==> config.mk <==
export PLATFORM = sky130hd
export DESIGN_NAME = two_axis_stepper_positioner
export DESIGN_NICKNAME = d
export VERILOG_FILES = /design/src/hdl/tsp_pkg.sv /design/src/hdl/tsp_axis.sv /design/src/hdl/two_axis_stepper_positioner.sv
export SDC_FILE = /design/constraint.sdc
export NUM_CORES = 1
export LEC_CHECK = 0
export BUFFER_PORTS_ARGS = -buffer_cell sky130_fd_sc_hd__buf_2
export CORE_UTILIZATION = 40
export CTS_BUF_LIST = sky130_fd_sc_hd__clkbuf_8
export CTS_CLUSTER_SIZE = 10
export DETAILED_ROUTE_END_ITERATION = 6
export GPL_TIMING_DRIVEN = 0
export PLACE_DENSITY = 0.66
export SLEW_MARGIN = 20
export SYNTH_ARGS = -nofsm -noshare
export SYNTH_HDL_FRONTEND = slang
export SYNTH_SLANG_ARGS = --single-unit
==> constraint.sdc <==
create_clock -name clk -period 11.07 [get_ports clk]
set_input_delay 0.5535 -clock clk [delete_from_list [all_inputs] [get_ports clk]]
set_output_delay 0.5535 -clock clk [all_outputs]
set_load 0.005 [all_outputs]
==> src/hdl/tsp_pkg.sv <==
`default_nettype none
// ----------------------------------------------------------------------------
// tsp_pkg: shared types for the two-axis stepper positioner
// Request and register codes, payload structs, configuration set and the
// per-axis control and status bundles.
// ----------------------------------------------------------------------------
package tsp_pkg;

	typedef enum logic [1:0] {
		REQ_TICK   = 2'd0,
		REQ_SET_AZ = 2'd1,
		REQ_SET_EL = 2'd2,
		REQ_STOP   = 2'd3
	} req_t;

	typedef enum logic [2:0] {
		CFG_TOLERANCE = 3'd0,
		CFG_THRESHOLD = 3'd1,
		CFG_FAST_HALF = 3'd2,
		CFG_SLOW_HALF = 3'd3,
		CFG_PULSES    = 3'd4
	} cfg_idx_t;

	localparam int CFG_INDEX_W = 3;
	localparam int CFG_DATA_W  = 16;

	typedef struct packed {
		req_t        req_type;
		logic [15:0] target_value;
		logic [15:0] cur_az;
		logic [15:0] cur_el;
		logic        limit_az_ok;
		logic        limit_el_ok;
	} in_item_t;

	typedef struct packed {
		logic step_az;
		logic dir_az;
		logic step_el;
		logic dir_el;
		logic moving_az;
		logic moving_el;
	} out_item_t;

	typedef struct packed {
		logic [14:0] reach_tol;
		logic [14:0] speed_threshold;
		logic [15:0] fast_half_period;
		logic [15:0] slow_half_period;
		logic [5:0]  pulses_per_burst;
	} cfg_t;

	localparam logic [14:0] RST_TOLERANCE = 15'd10;
	localparam logic [14:0] RST_THRESHOLD = 15'd500;
	localparam logic [15:0] RST_FAST_HALF = 16'd100;
	localparam logic [15:0] RST_SLOW_HALF = 16'd500;
	localparam logic [5:0]  RST_PULSES    = 6'd10;

	// per-beat controls into one axis
	typedef struct packed {
		logic tick;
		logic set;
		logic stop;
	} axis_ctl_t;

	// pin and status levels for the beat's result
	typedef struct packed {
		logic step;
		logic dir;
		logic moving;
	} axis_stat_t;

endpackage
`default_nettype wire

==> src/hdl/tsp_axis.sv <==
`default_nettype none
// ----------------------------------------------------------------------------
// tsp_axis: one positioner axis
// Holds target, burst counter, phase timer and flags; on a tick with no burst
// running evaluates the error, may start a step burst, advances pulse timing.
// ----------------------------------------------------------------------------
module tsp_axis #(
	parameter int FULL_TURN  = 36000,
	parameter int TIMER_BITS = 16,
	parameter bit WRAP       = 1'b1
) (
	input  wire                       clk,
	input  wire                       arst_n,
	input  wire tsp_pkg::axis_ctl_t   ctl,
	input  wire tsp_pkg::cfg_t        cfg,
	input  wire  [15:0]               target_value,
	input  wire  [15:0]               cur,
	input  wire                       limit_ok,
	output tsp_pkg::axis_stat_t       stat
);

	localparam logic signed [17:0] TURN = 18'(FULL_TURN);
	localparam logic signed [17:0] HALF = 18'(FULL_TURN / 2);
	localparam logic [31:0] TMAX = 32'((64'd1 << TIMER_BITS) - 64'd1);

	logic [15:0]           tgt_q;
	logic                  valid_q;
	logic [TIMER_BITS-1:0] timer_q;
	logic [6:0]            left_q;
	logic                  dir_q, fast_q, moving_q;

	logic [TIMER_BITS-1:0] half_fast, half_slow;
	logic signed [17:0]    err_raw, err_w;
	logic [16:0]           mag;
	logic                  in_band, far, eval, start;
	logic [5:0]            n_pulses;
	logic [6:0]            left_a, left_n, left_dec;
	logic [TIMER_BITS-1:0] timer_a, timer_n;
	logic                  fast_a, dir_n, moving_n, valid_n;

	function automatic logic [TIMER_BITS-1:0] sat_half(input logic [15:0] v);
		logic [31:0] w;
		w = {16'd0, v};
		if (w == 32'd0)
			w = 32'd1;
		if (w > TMAX)
			w = TMAX;
		return w[TIMER_BITS-1:0];
	endfunction

	always_comb begin
		half_fast = sat_half(cfg.fast_half_period);
		half_slow = sat_half(cfg.slow_half_period);

		err_raw = $signed({2'b00, tgt_q}) - $signed({2'b00, cur});
		err_w = err_raw;
		if (WRAP) begin
			if (err_raw > HALF)
				err_w = err_raw - TURN;
			else if (err_raw < -HALF)
				err_w = err_raw + TURN;
		end
		mag = err_w[17] ? 17'(-err_w) : 17'(err_w);
		in_band = mag <= {2'b00, cfg.reach_tol};
		far = mag > {2'b00, cfg.speed_threshold};

		eval = ctl.tick && (left_q == 7'd0) && valid_q;
		start = eval && !in_band && limit_ok;
		n_pulses = (cfg.pulses_per_burst == 6'd0) ? 6'd1 : cfg.pulses_per_burst;

		left_a = start ? {n_pulses, 1'b0} : left_q;
		timer_a = start ? (far ? half_fast : half_slow) : timer_q;
		fast_a = start ? far : fast_q;
		dir_n = start ? (!err_w[17] && (err_w != 18'sd0)) : dir_q;

		// advance the phase timer on a tick
		left_dec = left_a - 7'd1;
		left_n = left_a;
		timer_n = timer_a;
		if (ctl.tick && (left_a != 7'd0)) begin
			if (timer_a <= TIMER_BITS'(1)) begin
				left_n = left_dec;
				timer_n = (left_dec != 7'd0) ? (fast_a ? half_fast : half_slow)
				                             : '0;
			end else begin
				timer_n = timer_a - TIMER_BITS'(1);
			end
		end

		moving_n = moving_q;
		if (ctl.tick && (left_q == 7'd0))
			moving_n = start;

		valid_n = valid_q;
		if (eval && in_band)
			valid_n = 1'b0;
		if (ctl.set)
			valid_n = 1'b1;

		if (ctl.stop) begin
			left_n = 7'd0;
			timer_n = '0;
			moving_n = 1'b0;
			valid_n = 1'b0;
		end

		stat.step = !ctl.stop && (left_a != 7'd0) && !left_a[0];
		stat.dir = dir_n;
		stat.moving = moving_n;
	end

	always_ff @(posedge clk or negedge arst_n) begin
		if (!arst_n) begin
			tgt_q <= '0;
			valid_q <= 1'b0;
			timer_q <= '0;
			left_q <= '0;
			dir_q <= 1'b0;
			fast_q <= 1'b0;
			moving_q <= 1'b0;
		end else begin
			if (ctl.set)
				tgt_q <= target_value;
			valid_q <= valid_n;
			timer_q <= timer_n;
			left_q <= left_n;
			dir_q <= dir_n;
			fast_q <= fast_a;
			moving_q <= moving_n;
		end
	end

endmodule
`default_nettype wire

==> src/hdl/two_axis_stepper_positioner.sv <==
`default_nettype none
// ----------------------------------------------------------------------------
// two_axis_stepper_positioner: two-speed bang-bang stepper position control
// Results: each beat is registered in the output register, or in the skid
// stage if the output stalls. Throughput: one item per cycle while the skid
// stage is empty; it keeps input acceptance going while a result waits.
// Reset: asynchronous, clears targets, bursts, flags and restores register
// defaults; no clearing pass.
// ----------------------------------------------------------------------------
module two_axis_stepper_positioner #(
	parameter int FULL_TURN  = 36000,
	parameter int TIMER_BITS = 16
) (
	input  wire                                    clk,
	input  wire                                    arst_n,
	input  wire                                    in_valid,
	output logic                                   in_stall,
	input  wire tsp_pkg::in_item_t                 in_item,
	output logic                                   out_valid,
	input  wire                                    out_stall,
	output tsp_pkg::out_item_t                     out_item,
	input  wire                                    cfg_valid,
	output logic                                   cfg_ready,
	input  wire  [tsp_pkg::CFG_INDEX_W-1:0]        cfg_index,
	input  wire  [tsp_pkg::CFG_DATA_W-1:0]         cfg_data
);

	tsp_pkg::cfg_t       cfg_q;
	tsp_pkg::axis_ctl_t  ctl_az, ctl_el;
	tsp_pkg::axis_stat_t stat_az, stat_el;
	tsp_pkg::out_item_t  res, out_item_q, skid_item_q;
	logic                out_valid_q, skid_valid_q;
	logic                accept;

	assign cfg_ready = 1'b1;
	assign in_stall = skid_valid_q;
	assign accept = in_valid && !skid_valid_q;

	always_ff @(posedge clk or negedge arst_n) begin
		if (!arst_n) begin
			cfg_q.reach_tol <= tsp_pkg::RST_TOLERANCE;
			cfg_q.speed_threshold <= tsp_pkg::RST_THRESHOLD;
			cfg_q.fast_half_period <= tsp_pkg::RST_FAST_HALF;
			cfg_q.slow_half_period <= tsp_pkg::RST_SLOW_HALF;
			cfg_q.pulses_per_burst <= tsp_pkg::RST_PULSES;
		end else if (cfg_valid && cfg_ready) begin
			unique case (cfg_index)
				tsp_pkg::CFG_TOLERANCE: cfg_q.reach_tol <= cfg_data[14:0];
				tsp_pkg::CFG_THRESHOLD: cfg_q.speed_threshold <= cfg_data[14:0];
				tsp_pkg::CFG_FAST_HALF: cfg_q.fast_half_period <= cfg_data;
				tsp_pkg::CFG_SLOW_HALF: cfg_q.slow_half_period <= cfg_data;
				tsp_pkg::CFG_PULSES:    cfg_q.pulses_per_burst <= cfg_data[5:0];
				default: ;
			endcase
		end
	end

	always_comb begin
		ctl_az.tick = accept && (in_item.req_type == tsp_pkg::REQ_TICK);
		ctl_az.set = accept && (in_item.req_type == tsp_pkg::REQ_SET_AZ);
		ctl_az.stop = accept && (in_item.req_type == tsp_pkg::REQ_STOP);
		ctl_el.tick = ctl_az.tick;
		ctl_el.set = accept && (in_item.req_type == tsp_pkg::REQ_SET_EL);
		ctl_el.stop = ctl_az.stop;
	end

	tsp_axis #(
		.FULL_TURN  (FULL_TURN),
		.TIMER_BITS (TIMER_BITS),
		.WRAP       (1'b1)
	) u_axis_az (
		.clk          (clk),
		.arst_n       (arst_n),
		.ctl          (ctl_az),
		.cfg          (cfg_q),
		.target_value (in_item.target_value),
		.cur          (in_item.cur_az),
		.limit_ok     (in_item.limit_az_ok),
		.stat         (stat_az)
	);

	tsp_axis #(
		.FULL_TURN  (FULL_TURN),
		.TIMER_BITS (TIMER_BITS),
		.WRAP       (1'b0)
	) u_axis_el (
		.clk          (clk),
		.arst_n       (arst_n),
		.ctl          (ctl_el),
		.cfg          (cfg_q),
		.target_value (in_item.target_value),
		.cur          (in_item.cur_el),
		.limit_ok     (in_item.limit_el_ok),
		.stat         (stat_el)
	);

	always_comb begin
		res.step_az = stat_az.step;
		res.dir_az = stat_az.dir;
		res.step_el = stat_el.step;
		res.dir_el = stat_el.dir;
		res.moving_az = stat_az.moving;
		res.moving_el = stat_el.moving;
	end

	// output register with a one-beat skid behind it
	always_ff @(posedge clk or negedge arst_n) begin
		if (!arst_n) begin
			out_valid_q <= 1'b0;
			skid_valid_q <= 1'b0;
		end else if (out_valid_q && out_stall) begin
			if (accept)
				skid_valid_q <= 1'b1;
		end else if (skid_valid_q) begin
			out_valid_q <= 1'b1;
			skid_valid_q <= 1'b0;
		end else begin
			out_valid_q <= accept;
		end
	end

	always_ff @(posedge clk) begin
		if (out_valid_q && out_stall) begin
			if (accept)
				skid_item_q <= res;
		end else if (skid_valid_q) begin
			out_item_q <= skid_item_q;
		end else if (accept) begin
			out_item_q <= res;
		end
	end

	assign out_valid = out_valid_q;
	assign out_item = out_item_q;

endmodule
`default_nettype wire

==> results of run 1 <==
==> power by group <==
group	internal (uW)	switching, uW	total, uW
combinational	1320	2080	3400
clock	184	281	464
sequential	797	135	932
total	2300	2490	4790
==> worst paths after layout <==
check,slack [ns],depth (start not counted),to
max in group asynchronous,9.62,3,cfg_q[54]$_DFFE_PN1P_
hold reg to reg,0.52,1,u_axis_az.tgt_q[13]$_DFFE_PN0P_
min in group asynchronous,0.56,2,cfg_q[32]$_DFFE_PN0P_
hold / removal,0.28,3,u_axis_az.tgt_q[1]$_DFFE_PN0P_
setup reg to reg,0.81,41,u_axis_az.timer_q[12]$_DFF_PN0_
setup / recovery,0.81,41,u_axis_az.timer_q[12]$_DFF_PN0_
==> area by class of cell <==
cell class              instances  area [um2]  share of cell area
multi-input cells            1288        9249              0.5927
flip-flops and latches        168        4288              0.2748
well taps                     455       569.3             0.03648
repair buffers                 86       470.5             0.03015
inverters                      98       367.9             0.02357
plain buffers                  57       282.8             0.01812
clock buffers                  17       234.0             0.01499
clock inverters                15       141.4            0.009060
diodes                          1       2.502           0.0001604
==> placed cells by master (no fill, tap or decap), types with 9 or more instances in the layout <==
cell type                  Yosys  routed
sky130_fd_sc_hd__edfxtp_1     12      12
sky130_fd_sc_hd__nor2b_1      16      16
sky130_fd_sc_hd__o31ai_1      15      15
sky130_fd_sc_hd__o22ai_1      12      12
sky130_fd_sc_hd__nor3_1       31      30
sky130_fd_sc_hd__xnor2_1      43      41
sky130_fd_sc_hd__o22a_1       11      11
sky130_fd_sc_hd__a211oi_1     20      20
sky130_fd_sc_hd__dfrtp_1     137     137
sky130_fd_sc_hd__ha_1        106     106
sky130_fd_sc_hd__nand4_1      25      25
sky130_fd_sc_hd__clkbuf_8      0      17
sky130_fd_sc_hd__nand3_1      40      40
sky130_fd_sc_hd__o21a_1       17      17
sky130_fd_sc_hd__a21o_1       21      21
sky130_fd_sc_hd__clkbuf_1     28      28
sky130_fd_sc_hd__a21oi_1     102     101
sky130_fd_sc_hd__mux2_2       79      79
sky130_fd_sc_hd__inv_1        97      98
sky130_fd_sc_hd__or3_1        17      17
sky130_fd_sc_hd__xor2_1       19      19
sky130_fd_sc_hd__nand2_1     127     127
sky130_fd_sc_hd__mux2i_1      35      35
sky130_fd_sc_hd__nor4_1        9       9
sky130_fd_sc_hd__buf_2        18     100
sky130_fd_sc_hd__and2_1       14      14
sky130_fd_sc_hd__nand2b_1     19      19
sky130_fd_sc_hd__o211ai_1     12      12
sky130_fd_sc_hd__and3_1       20      20
sky130_fd_sc_hd__o21ai_0     106     106
sky130_fd_sc_hd__dfstp_2      19      19
sky130_fd_sc_hd__or2_2        20      20
sky130_fd_sc_hd__a31oi_1      28      28
sky130_fd_sc_hd__nor2_1      140     140
==> flip-flops by register name, indices dropped and copies added, names as in the netlist, 6 cells and up <==
name and cells:
u_axis_el.left_q 7, cfg_q 68, u_axis_el.timer_q 16, u_axis_az.timer_q 16, u_axis_az.left_q 7, out_item 6, u_axis_el.tgt_q 16, skid_item_q 6
u_axis_az.tgt_q 16
==> critical path: cells and delay by family (launching register included) <==
| kind | cells | cell delay (ns) |
|---|---|---|
| fa+ha+maj | 4 | 1.19 |
| simple gates | 16 | 3.70 |
| buf+inv | 7 | 1.26 |
| flops | 1 | 0.33 |
| xor+xnor | 2 | 0.68 |
| compound gates | 12 | 2.97 |
==> stage by stage <==
step           worst slack [ns]  hold slack, ns    util
2_1_floorplan             2.175          0.2579       -
3_3_place_gp             0.1826          0.4985  0.4360
3_5_place_dp             0.1315          0.5014  0.4372
4_1_cts                  0.3813          0.2691  0.4483
5_1_grt                  0.1137          0.2777  0.4495
6_report                 0.8109          0.2849  0.4495
==> kinds of logic after synthesis <==
family                   synth area share
AO/OA/AOI/OAI                      0.2271
XOR/XNOR                          0.03953
adder cells (fa/ha/maj)           0.09656
buffers and inverters             0.04598
flip-flops                         0.3030
multiplexers                      0.08860
other                           0.0002650
AND/OR/NAND/NOR                    0.1990
==> per-layer routing <==
metal	up-vias	part of all wire	track usage
met5	-	0	0
met4	0	0.029	0.08282
met3	90	0.056	0.03652
met2	449	0.49	0.4330
met1	6230	0.42	0.3126
li1	6194	-	-
==> cell usage after synthesis (all sizes together), types with 16 or more instances <==
cell,n
nor2,141
dfrtp,137
nand2,128
o21ai,116
ha,106
a21oi,104
inv,98
mux2,79
xnor2,44
nand3,43
mux2i,36
nor3,33
a31oi,28
buf,28
clkbuf,28
nand4,25
a211oi,23
or2,23
a21o,21
and3,20
dfstp,19
nand2b,19
xor2,19
or3,18
o21a,17
nor2b,16
==> timing repair <==
item	4_1_cts	5_1_grt
hold buffers	1	0
endpoints found under the setup margin	0	15
setup buffers	0	1
endpoints found under the hold margin	4	0
resized for setup	0	5
==> impl_summary.md, run 1 <==
Run status
The flow ran to the end, and the final reports show no timing, DRC or antenna violations.

Synth
In this run, distinct cell masters in the synthesized netlist total 113. The synthesized design contains 12 enable-type register cells. The fraction of registers with async set/reset is 0.9286. The proportion of synthesized chip area in sequential cells is 0.3030.

The library cell with the largest summed area after synthesis is sky130_fd_sc_hd__dfrtp_1. Of the post-synthesis cell area, the dominant cell type holds 0.2423. The number of synthesis warnings is 0. In this run the cell area of the synthesized design comes to 14150 um2. After synthesis, the cell types taking the most area are sky130_fd_sc_hd__dfrtp_1 (24%), sky130_fd_sc_hd__ha_1 (9.4%), sky130_fd_sc_hd__mux2_2 (6.3%). The synthesized net count is 1795. The synthesized area per cell is 8.783 um2. Synthesis produced 1611 cells. In the synthesized netlist the dominant register cell turns out to be sky130_fd_sc_hd__dfrtp_1. The total of flip-flops plus latches after synthesis is 168.

Cells and area
The final layout contains 1900 nets. Of the cells placed in the final design, the portion with a size suffix greater than 1 is 0.1828. The area added between synthesis and finish is 10.28%. The final non-filler cell total is 2185.

The finished cells cover 15610 um2. The filler cells instantiated in the layout total 3432.

Floorplan
The die covers 36130 um2. For this design the top-level I/O count stands at 85. The floorplan has 68 rows.

Measured along the y axis, the die boundary spans 190.1 um. The initial core utilization is 0.4076. After floorplanning, the core was sized to cover 34710 um2.

The die is 190.1 um wide.

Global route
The total track usage is 0.2486. The total congestion overflow after global routing is 0. The pin count of the biggest net entering global routing is 99. The number of antenna violations at the first check in global routing is 1. The first global-routing pass estimated 70010 um of wire.

The via count of the first global-routing pass was 12740.

Power
The worst-case IR drop observed on VDD is 0.1671 mV. Summed over all cells, the static leakage comes to 0.006833 uW. The power density relative to cell area is 307.2 nW/um2. After layout, the design draws a total of 4794 uW.

Clock network
The root buffer cell chosen for the clock tree is sky130_fd_sc_hd__clkbuf_8. Clock tree synthesis inserted a total of 17 buffers. The H-tree generated during clock tree synthesis spans 4 levels. The longest clock path from root to sink contains 2 buffers. After clock tree synthesis, the clock-pin slew on the worst setup and hold paths is 0.11 ns. The clock insertion delay at the later pin of the skew report is 0.51 ns.

The CTS sink count is 168. The CTS tree is done.

STA
Timing would allow up to 97.47 MHz. Measured against its own limit, the worst slew margin works out to 0.2325. The slew at the pin with the worst max-slew slack is 1.141 ns. The number of failing hold endpoints at the final stage is 0. The final count of negative-setup-slack endpoints is 0. The routed design could run at a clock period as short as 10.26 ns. Setup total negative slack on the finished layout was measured at 0 ns.

For the final database, setup skew stands at 0.02583 ns. The count of final max-slew check failures is 0. The final cycle utilization of the critical path is 0.9268.

Setup repair after global routing left no endpoint under its margin.

Worst setup path
At the worst endpoint, the required time is 11.46 ns. The worst setup path category is reg2reg. Among all stages on the critical path, the largest delay is contributed by sky130_fd_sc_hd__or4_1. The worst setup path is captured at a flop.

Along the worst path, the maximum fanout reaches 10. Data on the critical path arrives at its endpoint at 10.65 ns. The worst register-to-register path begins at u_axis_az.tgt_q[0]$_DFFE_PN0P_. Counting stages on the worst path, the most repeated cell is sky130_fd_sc_hd__buf_2. The largest stage delay on the critical path is 0.58 ns. The critical path starts at u_axis_az.tgt_q[0]$_DFFE_PN0P_. STA classifies the critical path startpoint as a flop.

Placed design
Detailed placement ended at an HPWL of 34530 um. Buffers placed on the I/O ports in this run total 83. The congestion estimate from routability-driven global placement came to 0.9544.

The placed cell area is 15180 um2. Once placement completed, the tool counted placed cells totaling 2150.

Routing
The number of design rule violations left after detail routing is 0. The detailed router finished its first iteration with 815 violations. The final antenna-violating net count is 0. The detailed-route wire length per cell is 20.22 um. Using the TritonRoute via totals, the vias-per-cell ratio works out to 5.933. The routed design has 44180 um of wire. The total via count in the routed design is 12960. The number of iterations in the first detailed-routing pass is 7.

Hold path
The path class of the tightest hold or removal check is in2reg. The worst hold path begins at in_item[35].

Job
The count of max-cap constraint violations is 0.
(Power assumes the default switching activity.)
==> run 2: changes to the inputs <==
CTS_CLUSTER_SIZE = not set   (was 10)
MAX_ROUTING_LAYER = met4   (was not set)
PLACE_DENSITY = 0.68   (was 0.66)
clock period = 9.3 ns   (was 11.07 ns; I/O delays follow)
==> impl_summary.md, run 2 (synthesis gave the netlist of run 1 again) <==
Run status
The run finished with clean final reports.

Cells and area
The final-layout fill cell count is 3415 (-0.50%). Leaving out fill and tap cells, the most frequent cells in the layout are sky130_fd_sc_hd__nor2_1 (140), sky130_fd_sc_hd__dfrtp_1 (137), sky130_fd_sc_hd__nand2_1 (127). The final non-filler cell total is 2197 (+0.55%). The final net count is 1912 (+0.63%). The layout cell share with drive strength beyond 1 came to 0.2010 (+0.01827). The library cell used most frequently in the layout, excluding fill and tap cells, is sky130_fd_sc_hd__nor2_1. The area added between synthesis and finish is 12.14%.

The area of combinational cells with multiple inputs is 9397 um2 (+1.6%). The area of all placed cells without fillers is 15870 um2 (+1.7%). The flip-flop count of the largest register, all copies and words added is 68 (unchanged). The sequential cell area is 4288 um2 (unchanged). cfg_q holds more flip-flops than any other register.

Routing
The total routed wirelength was 44400 um (+0.48%). The number of design rule violations left after detail routing was 0 (unchanged). The number of DRC markers after the initial detailed-route iteration is 814 (-0.12%). The final antenna-violating net count came to 0 (unchanged). The detailed-route wire length per cell is 20.21 um (about the same). The number of iterations in the first detailed-routing pass was 5 (-2).

The total via count in the routed design is 13010 (+0.36%). The per-cell via count in the routed design is 5.922 (-0.19%).

STA
The achievable clock frequency was 112.3 MHz (+15%). The final setup slack of the worst path is 0.3914 ns (-0.4194 ns). The worst setup skew after layout is 0.02505 ns (-0.0007781 ns). The slew at the pin with the worst max-slew slack is 1.014 ns (-0.1276 ns). The final cycle utilization of the critical path is 0.9579 (+0.03116). The final count of negative-setup-slack endpoints is 0 (unchanged). The count of final max-slew check failures is 0 (unchanged). The number of failing hold endpoints at the final stage is 0 (unchanged). The worst slew margin relative to its limit is 0.3048 (+0.07225).

The shortest period the worst path allows is 8.909 ns (-1.351 ns).

Floorplan
The I/O pin total was 85 (unchanged). The initial core utilization is 0.4076 (unchanged). The y dimension of the die came to 190.1 um (unchanged). The die footprint is 36130 um2 (unchanged).

The width of the chip is 190.1 um (unchanged). The placeable core area came to 34710 um2 (unchanged). The site row count came to 68 (unchanged).

Hold path
The path category of the worst min-delay check is in2reg. The cell depth of the worst min-delay path is 3 (unchanged). In this run the most critical hold path is launched from in_item[34].

The destination of the worst hold path is u_axis_el.tgt_q[0]$_DFFE_PN0P_.

Global route
The number of antenna violations at the first check in global routing is 1 (unchanged). The total congestion overflow after global routing is 0 (unchanged). The pin count of the biggest net entering global routing is 100 (+1.0%). The first-pass GRT wire length is 70600 um (+0.85%). The via count of the first global-routing pass is 12650 (-0.68%). The total track usage is 0.2567 (+0.008023).

Worst setup path
The logic depth of the worst register-to-register path is 39 (-4.9%). The most critical setup path has its startpoint at u_axis_az.tgt_q[0]$_DFFE_PN0P_. The worst setup path is captured at a flop. The worst setup path category is reg2reg. The kind of start point of the critical path is a flop. The required time of the worst setup path is 9.70 ns (-1.76 ns). The peak fanout along the critical path was 10 (unchanged). The dominant delay contributor by cell family on the critical path is simple AND/OR/NAND/NOR gates. The worst path buffer plus inverter count was 6 (-1). The largest stage delay on the critical path is 0.55 ns (-0.03 ns). The register-to-register setup slack came to 0.39 ns (-0.42 ns). The endpoint of the lowest-slack register-to-register path is u_axis_az.timer_q[12]$_DFF_PN0_. The signal arrival time at the worst endpoint was 9.30 ns (-1.35 ns).

In this run the critical register-to-register path is launched from u_axis_az.tgt_q[0]$_DFFE_PN0P_. The largest individual stage delay along the critical path comes from the cell sky130_fd_sc_hd__or4_4.

Power
The power density relative to cell area is 370.7 nW/um2 (+21%). The worst supply voltage drop on vdd is 0.1754 mV (+5.0%). The static leakage is 0.006948 uW (+1.7%).

Placed design
The routability-driven placement congestion ratio is 0.9679 (+1.4%). The number of placed instances, taps included is 2150 (unchanged). The count of port buffers added during placement is 83 (unchanged).

The half-perimeter wire length after placement is 34540 um (about the same). The placed cell area is 15180 um2 (unchanged). The worst setup timing slack at the placement stage is -1.484 ns (-1.616 ns).

Clock network
The tree is rooted in a sky130_fd_sc_hd__clkbuf_8. The clock insertion delay at the later pin of the skew report is 0.50 ns (about the same). TritonCTS built the clock tree. The worst-case clock buffer depth is 2 (unchanged). The depth of the CTS H-tree is 4 (unchanged). The CTS sink count came to 168 (unchanged). The number of CTS-inserted buffers is 17 (unchanged). The post-CTS clock slew at the launch and capture registers of the worst setup and hold paths was 0.12 ns (about the same).

Job
The count of max-cap constraint violations is 0 (unchanged).
run 2: final cells by class:
| class | count | share of cell area |
|---|---|---|
| clock buffer | 17 | 0.01475 |
| inverter | 98 | 0.02318 |
| antenna | 1 | 0.0001577 |
| timing repair buffer | 99 | 0.03580 |
| multi-input combinational | 1288 | 0.5922 |
| tap | 455 | 0.03588 |
| buffer | 56 | 0.01829 |
| clock inverter | 15 | 0.009541 |
| sequential | 168 | 0.2702 |
run 2: worst max path at each step:
stage | end | cells past startpoint
global route | u_axis_az.timer_q[12]$_DFF_PN0_ | 39
CTS | u_axis_az.timer_q[12]$_DFF_PN0_ | 40
detailed placement | u_axis_az.timer_q[12]$_DFF_PN0_ | 37
floorplan | u_axis_az.timer_q[12]$_DFF_PN0_ | 39
global placement | u_axis_az.timer_q[12]$_DFF_PN0_ | 37
finish | u_axis_az.timer_q[12]$_DFF_PN0_ | 39
run 2: where the power goes:
part           total (uW)  internal [uW]  switching, uW
Clock                 544            202            342
Sequential           1110            948            166
Combinational        4220           1690           2530
Total                5880           2840           3040
run 2: stage by stage:
| step | hold WS, ns | total power [uW] | setup TNS (ns) | util |
|---|---|---|---|---|
| floorplan | 0.1694 | 4001 | 0 | - |
| CTS | 0.1921 | 5705 | 0 | 0.4526 |
| finish | 0.2073 | 5882 | 0 | 0.4571 |
| detailed placement | 0.4365 | 5024 | -23.98 | 0.4372 |
| global placement | 0.4761 | 4929 | -20.36 | 0.4360 |
| global route | 0.1891 | 6356 | -0.005557 | 0.4571 |
run 2: worst register-to-register path: cells and delay by family, from the launching register on:
family	cells	cell delay, ns
AO/OA/AOI/OAI	12	2.50
XOR/XNOR	2	0.46
adder cells (fa/ha/maj)	4	1.15
buffers and inverters	6	0.92
flip-flops	1	0.33
AND/OR/NAND/NOR	15	3.46
run 2: metal layers:
metal  global-route usage  share of wire  up-vias
met5                    -              0        -
met4              0.08809          0.030        0
met1               0.3266           0.44     6254
li1                     -              -     6214
met2               0.4186           0.48      456
met3              0.03284          0.054       86
run 2: repair_timing:
action	CTS	global route
hold buffers	1	0
buffers inserted	5	9
endpoints found under the setup margin	24	29
pin swaps	5	10
gates resized for setup	21	22
hold endpoints to repair	55	0
